**config.mk**
```make
export PLATFORM = sky130hd
export DESIGN_NAME = dqe_cell
export DESIGN_NICKNAME = d
export VERILOG_FILES = /design/src/dqe_pkg.sv /design/src/dqe_cell.sv
export SDC_FILE = /design/constraint.sdc
export NUM_CORES = 1
export LEC_CHECK = 0
export ABC_AREA = 1
export BUFFER_PORTS_ARGS = -buffer_cell sky130_fd_sc_hd__clkbuf_2
export CAP_MARGIN = 20
export CORE_ASPECT_RATIO = 1.4
export CORE_MARGIN = 5
export CORE_UTILIZATION = 25
export DETAILED_ROUTE_END_ITERATION = 12
export PLACE_DENSITY_LB_ADDON = 0.3
export SYNTH_ARGS = -nofsm -noshare
export SYNTH_HDL_FRONTEND = slang
export SYNTH_SLANG_ARGS = --single-unit
```
**constraint.sdc**
```tcl
create_clock -name clock -period 23.1 [get_ports clock]
set_clock_uncertainty 0.2 [all_clocks]
set_input_delay 5.775 -clock clock [delete_from_list [all_inputs] [get_ports clock]]
set_output_delay 5.775 -clock clock [all_outputs]
set_load 0.01 [all_outputs]
```
**src/dqe_pkg.sv**
```systemverilog
// Shared types, codes and constants for the deadline expiry queue.
package dqe_pkg;

   localparam int CAPACITY = 16;

   localparam logic [1:0] CMD_INSERT = 2'd0;
   localparam logic [1:0] CMD_REMOVE = 2'd1;
   localparam logic [1:0] CMD_POP    = 2'd2;

   localparam logic [1:0] STATUS_OK   = 2'd0;
   localparam logic [1:0] STATUS_FULL = 2'd1;
   localparam logic [1:0] STATUS_DUP  = 2'd2;

   localparam logic [63:0] NEVER_TIME_RESET = '1;

   typedef struct packed {
      logic [1:0]  cmd;
      logic [7:0]  task_id;
      logic [63:0] deadline;
      logic [31:0] order_seq;
      logic [63:0] now_time;
   } req_type;

   typedef struct packed {
      logic [1:0]  status;
      logic        popped_valid;
      logic [7:0]  popped_task;
      logic [63:0] popped_deadline;
   } rsp_type;

   typedef struct packed {
      logic        valid;
      logic [63:0] deadline;
      logic [31:0] order_seq;
      logic [7:0]  task_id;
   } entry_type;

   typedef struct packed {
      logic less;
      logic match;
   } cell_flags_type;

   typedef enum logic [1:0] {
      OP_HOLD,
      OP_LOAD,
      OP_LEFT,
      OP_RIGHT
   } cell_op_type;

endpackage

```
**src/dqe_cell.sv**
```systemverilog
// One cell of the sorted queue: holds one entry, compares it and shifts.
module dqe_cell (
   input  logic                    clock,
   input  logic                    reset,
   input  logic                    cmp_en,
   input  dqe_pkg::entry_type      req_entry,
   input  dqe_pkg::cell_op_type    op,
   input  dqe_pkg::entry_type      left_entry,
   input  dqe_pkg::entry_type      right_entry,
   output dqe_pkg::entry_type      entry,
   output dqe_pkg::cell_flags_type flags
);

   dqe_pkg::entry_type      entry_ff;
   dqe_pkg::cell_flags_type flags_ff;
   dqe_pkg::cell_flags_type flags_in;

   always_comb begin
      flags_in.less  = !entry_ff.valid ||
                       ({req_entry.deadline, req_entry.order_seq, req_entry.task_id} <
                        {entry_ff.deadline, entry_ff.order_seq, entry_ff.task_id});
      flags_in.match = entry_ff.valid && (entry_ff.task_id == req_entry.task_id);
   end

   always_ff @(posedge clock) begin
      if (reset) begin
         entry_ff.valid <= 1'b0;
      end else begin
         case (op)
            dqe_pkg::OP_LOAD: begin
               entry_ff       <= req_entry;
               entry_ff.valid <= 1'b1;
            end
            dqe_pkg::OP_LEFT:  entry_ff <= left_entry;
            dqe_pkg::OP_RIGHT: entry_ff <= right_entry;
            default:           entry_ff <= entry_ff;
         endcase
      end
   end

   always_ff @(posedge clock) begin
      if (cmp_en) begin
         flags_ff <= flags_in;
      end
   end

   assign entry = entry_ff;
   assign flags = flags_ff;

endmodule

```
---- Yosys cells after proc, flatten, opt, wreduce, memory -nomap -nowiden ----
Cells that the tools add are included.
Widths: inputs -> output; s select.
storage, ports and cells
  register bits after elaboration ......... 107
  output and inout bits ................... 107
  input port bits ......................... 320
  word-level logic and storage cells ...... 18
operators by class
  multiplexer cells ....................... 1
  reduce and logical (&&, ||, !) cells .... 5
  equality and inequality tests ........... 4
  order comparisons ....................... 1
  bitwise gates (word level) .............. 1
operators with widths
  operator            number
  $pmux 105 s3        1
  $lt 104x104->1      1
  $eq 8x8->1          1
  $eq 2x2->1 const B  2
  $reduce_bool 3->1   1
  $eq 2x1->1 const B  1
  $reduce_and 2->1    1
  $logic_and 1x1->1   1
  $logic_not 1->1     1
  $logic_or 1x1->1    1
  $not 1->1           1

---- Logic depth before layout (Yosys ltp) ----
  depth after elaboration ................. 3
  mapped depth ............................ 15
  gate-level depth less buffers ........... 15

---- Worst setup path before layout ----
OpenSTA, ideal clock, no wires.
  path kind ............................... input-to-reg
  start ................................... input port op[0]
  end ..................................... register entry_ff, in the netlist entry[0] (enable)
  data arrival time ....................... 10.732 ns
  setup slack ............................. 11.599 ns
  data required time ...................... 22.331 ns
  cell stages on the path ................. 5
  buffers on the path ..................... 3
  setup time .............................. 0.569 ns
  path through ............................ buf_2 buf_2 buf_2 nor2_1 nor2_1
between the ends
  word-level cells in the longest chain between the ends .. 3
  elaborated cells on any way between the ends .. 5
  those cells by class .................... eq/ne: 3; reduce/logical: 2
RTL lines
  what                                      line            source
  start, declared                           dqe_cell.sv:7   input dqe_pkg::cell_op_type op,
  $eq 2x2->1 or $eq 2x1->1 (tied branches)  dqe_cell.sv:29  case (op)
  $reduce_bool 3->1 (no line) *             --
  $reduce_and 2->1 (no line) *              --
  end signal, assigned                      dqe_cell.sv:31  entry_ff <= req_entry;
  end signal, assigned                      dqe_cell.sv:34  dqe_pkg::OP_LEFT: entry_ff <= left_entry;
  end signal, assigned                      dqe_cell.sv:35  dqe_pkg::OP_RIGHT: entry_ff <= right_entry;
  end, declared                             dqe_cell.sv:14  dqe_pkg::entry_type entry_ff;
Every way passes the cells marked *; elsewhere a longest branch is shown, timed or not.
A chain may end at the register's enable or synchronous reset.

---- Worst setup path in the final report ----
  start ................................... input port op[1]
  end ..................................... register entry_ff, in the netlist entry[43] (data pin)
between the ends
  word-level cells in the longest chain between the ends .. 2
  elaborated cells on any way between the ends .. 4
  those cells by class .................... eq/ne: 3; mux: 1
RTL lines
  what                                      line
  $eq 2x2->1 or $eq 2x1->1 (tied branches)  dqe_cell.sv:29
  $pmux 105 s3 *                            dqe_cell.sv:29
Marked as above.

==> key figures <==
Run status
  • Run status: finished, final reports clean

Worst setup path
  • Critical path class: primary input to flip-flop
  • WP data arrival: 8.83 ns
  • Critical path peak fanout: 58
  • Worst setup SP type: primary input
  • Crit end category: flip-flop
  • WP data required: 23.14 ns

Timing
  • Final Worst Setup Slack: 14.31 ns
  • Unrepaired setup endpoints after global routing: no
  • TNS Setup: 0 ns
  • Setup violations, final: 0
  • Crit path time final: 8.79 ns
  • Final Hold Viols: 0
  • Max Freq: 0.114 GHz
  • Final worst path period share: 38.0%
  • Worst-Margin Slew: 0.943 ns
  • Max Slew Vio Count: 0
  • Slew margin rel.: 37.1%

Synthesis
  • Register area share after synthesis: 39.3%
  • Synth area leaders: edfxtp_1 39%, ha_1 16%, nand2_1 15%
  • Cell taking the most area after synthesis: edfxtp_1
  • Count of cell types in the netlist: 26
  • Mapped Cells: 1,049
  • Seq cells post-synth: 107
  • Post-Synthesis Net Count: 1,473
  • Warnings, synthesis: 0
  • Top-area cell type share of the netlist area: 39.0%
  • Post-Syn Area: 8160 um^2
  • Post-Syn Area per Cell: 7.78 um^2

Placement
  • Placer Congestion: 0.831
  • Hpwl dp: 24.3 mm
  • # placed instances: 1,875
  • Placement Setup Slack: 13.85 ns
  • PortBufs: 425

Route
  • Routed wl met2: 15.5 mm
  • Met3 WL: 1.96 mm
  • Starting DRT DRC Count: 405
  • DRC viols: 0
  • Antenna-violating nets left: 0
  • Vias per cell: 4.50
  • DR vias: 8,507
  • Highest metal used: met4
  • DR WL/cell: 16.0 um
  • Routed met1 length: 12.0 mm
  • Router iterations before antenna repair: 5
  • WL final: 30.2 mm

Global routing
  • Initial antenna violation count: 0
  • First-pass GRT wire length: 45.4 mm
  • Largest net degree at the start of global routing: 62
  • Total track usage: 16.0%
  • Number of global-route vias before repair: 8,458
  • GRT overflow: 0

Layout
  • Multi-input logic area: 4220 um^2
  • Most common cell after layout, fill and taps aside: clkbuf_2
  • Most frequent cells in the layout: 423 x clkbuf_2, 328 x nand2_1, 213 x nand3_1
  • Register Area: 3200 um^2
  • Ant diodes: 0
  • Layout area overhead: 34.3%
  • Layout cells sized above 1: 31.9%
  • Number of fill cells: 3,494
  • Non-filler cells, final: 1,891
  • Nets: 1,870

Floorplanning
  • Initial Utilization: 25.3%
  • Die ar.: 36,400 um^2
  • Ports: 427
  • Die Wd: 163 um
  • Num rows: 78
  • Core ar.: 32,300 um^2
  • Die Y: 224 um

Clocking
  • Clk pin slew, worst setup/hold paths: 0.08 ns
  • Post-CTS Setup Inserts: 0
  • Post-CTS Resized: 0
  • Post-CTS Hold Buffers: 0
  • Clock Latency Late Sink: 0.37 ns
  • CTS sink cnt: 107
  • Total CTS buffers: 9
  • Max Root-Sink Buffers: 2
  • CTS tree: done
  • CTS H-tree lvls: 3
  • Root Buffer: clkbuf_16

Power
  • Worst VDD drop: 41.6 uV
  • Static Leak: 0.00586 uW
  • Power Dens Cells: 52.5 nW/um^2
  • Pwr Total: 575 uW

Run
  • Max-Cap Viols: 0

Worst hold path
  • Worst min-delay path class: flip-flop to flip-flop
sequential cells by signal, summed over array words and instances (netlist names):
signal,count
flags,2
entry,105
cell families after synthesis:
family / Yosys count / synth area share (%)
compound gates: 64 / 4.25
fa+ha+maj: 104 / 16.0
simple gates: 593 / 31.5
buf+inv: 181 / 9.06
flops: 107 / 39.3
cell type report:
type                    count  share of cell area (%)
clock buffers              10                    2.09
clock inverters             6                   0.514
multi-input cells         761                    38.5
flip-flops and latches    107                    29.2
inverters                 135                    4.65
well taps                 440                    5.03
repair buffers            432                    19.9
routing by layer:
metal / global-route usage [%] / vias up
met4: 5.52 / 0
met5: 0 / -
met2: 29.0 / 300
met3: 3.64 / 39
met1: 18.5 / 3887
li1: - / 4281
worst paths after layout:
kind,startpoint,endpoint,slack (ns),depth (start not counted)
setup / recovery,op[1],entry[43]$_DFFE_PP_,14.31,8
hold / removal,entry[104]$_SDFFE_PP0N_,flags[1]$_DFFE_PP_,0.38,1
setup reg to reg,entry[71]$_DFFE_PP_,flags[1]$_DFFE_PP_,20.83,11
hold reg to reg,entry[104]$_SDFFE_PP0N_,flags[1]$_DFFE_PP_,0.38,1
worst max-delay path, stage by stage:
cell and delay, ns:
buf_4 0.48, buf_4 0.65, inv_4 0.38, buf_4 0.45
nor2_4 0.17, buf_4 0.48, nand2_1 0.16, nand3_1 0.10
synth_stat cells:
master    count
nor2_1       31
nor2_2        5
ha_1        104
nor3_1        2
a21boi_0      1
nand3_2       1
inv_2         1
nand4_1       6
inv_1       133
o211ai_1      1
nand3_1     213
nor2_4        3
dfxtp_1       1
nand2_1     328
o21ai_0      10
a21o_1        4
buf_2        22
o21a_1        3
nand4_2       1
a21oi_1      44
clkbuf_1     16
nand2_2       3
edfxtp_1    106
a31o_2        1
buf_4         8
inv_4         1
metrics by stage:
stage	instance area (um^2)	util, %	hold WS (ns)
floorplan	8160	-	0.308
global placement	10700	33.0	0.349
detailed placement	10700	33.0	0.376
CTS	11000	33.9	0.407
global route	11000	33.9	0.463
finish	11000	33.9	0.381
report_power, final:
group | internal, uW | total, uW | switching (uW)
clock network | 83.4 | 160 | 76.8
registers | 238 | 248 | 10.6
logic | 69.2 | 167 | 97.7
Note: power is estimated with default switching activity, not from simulation.
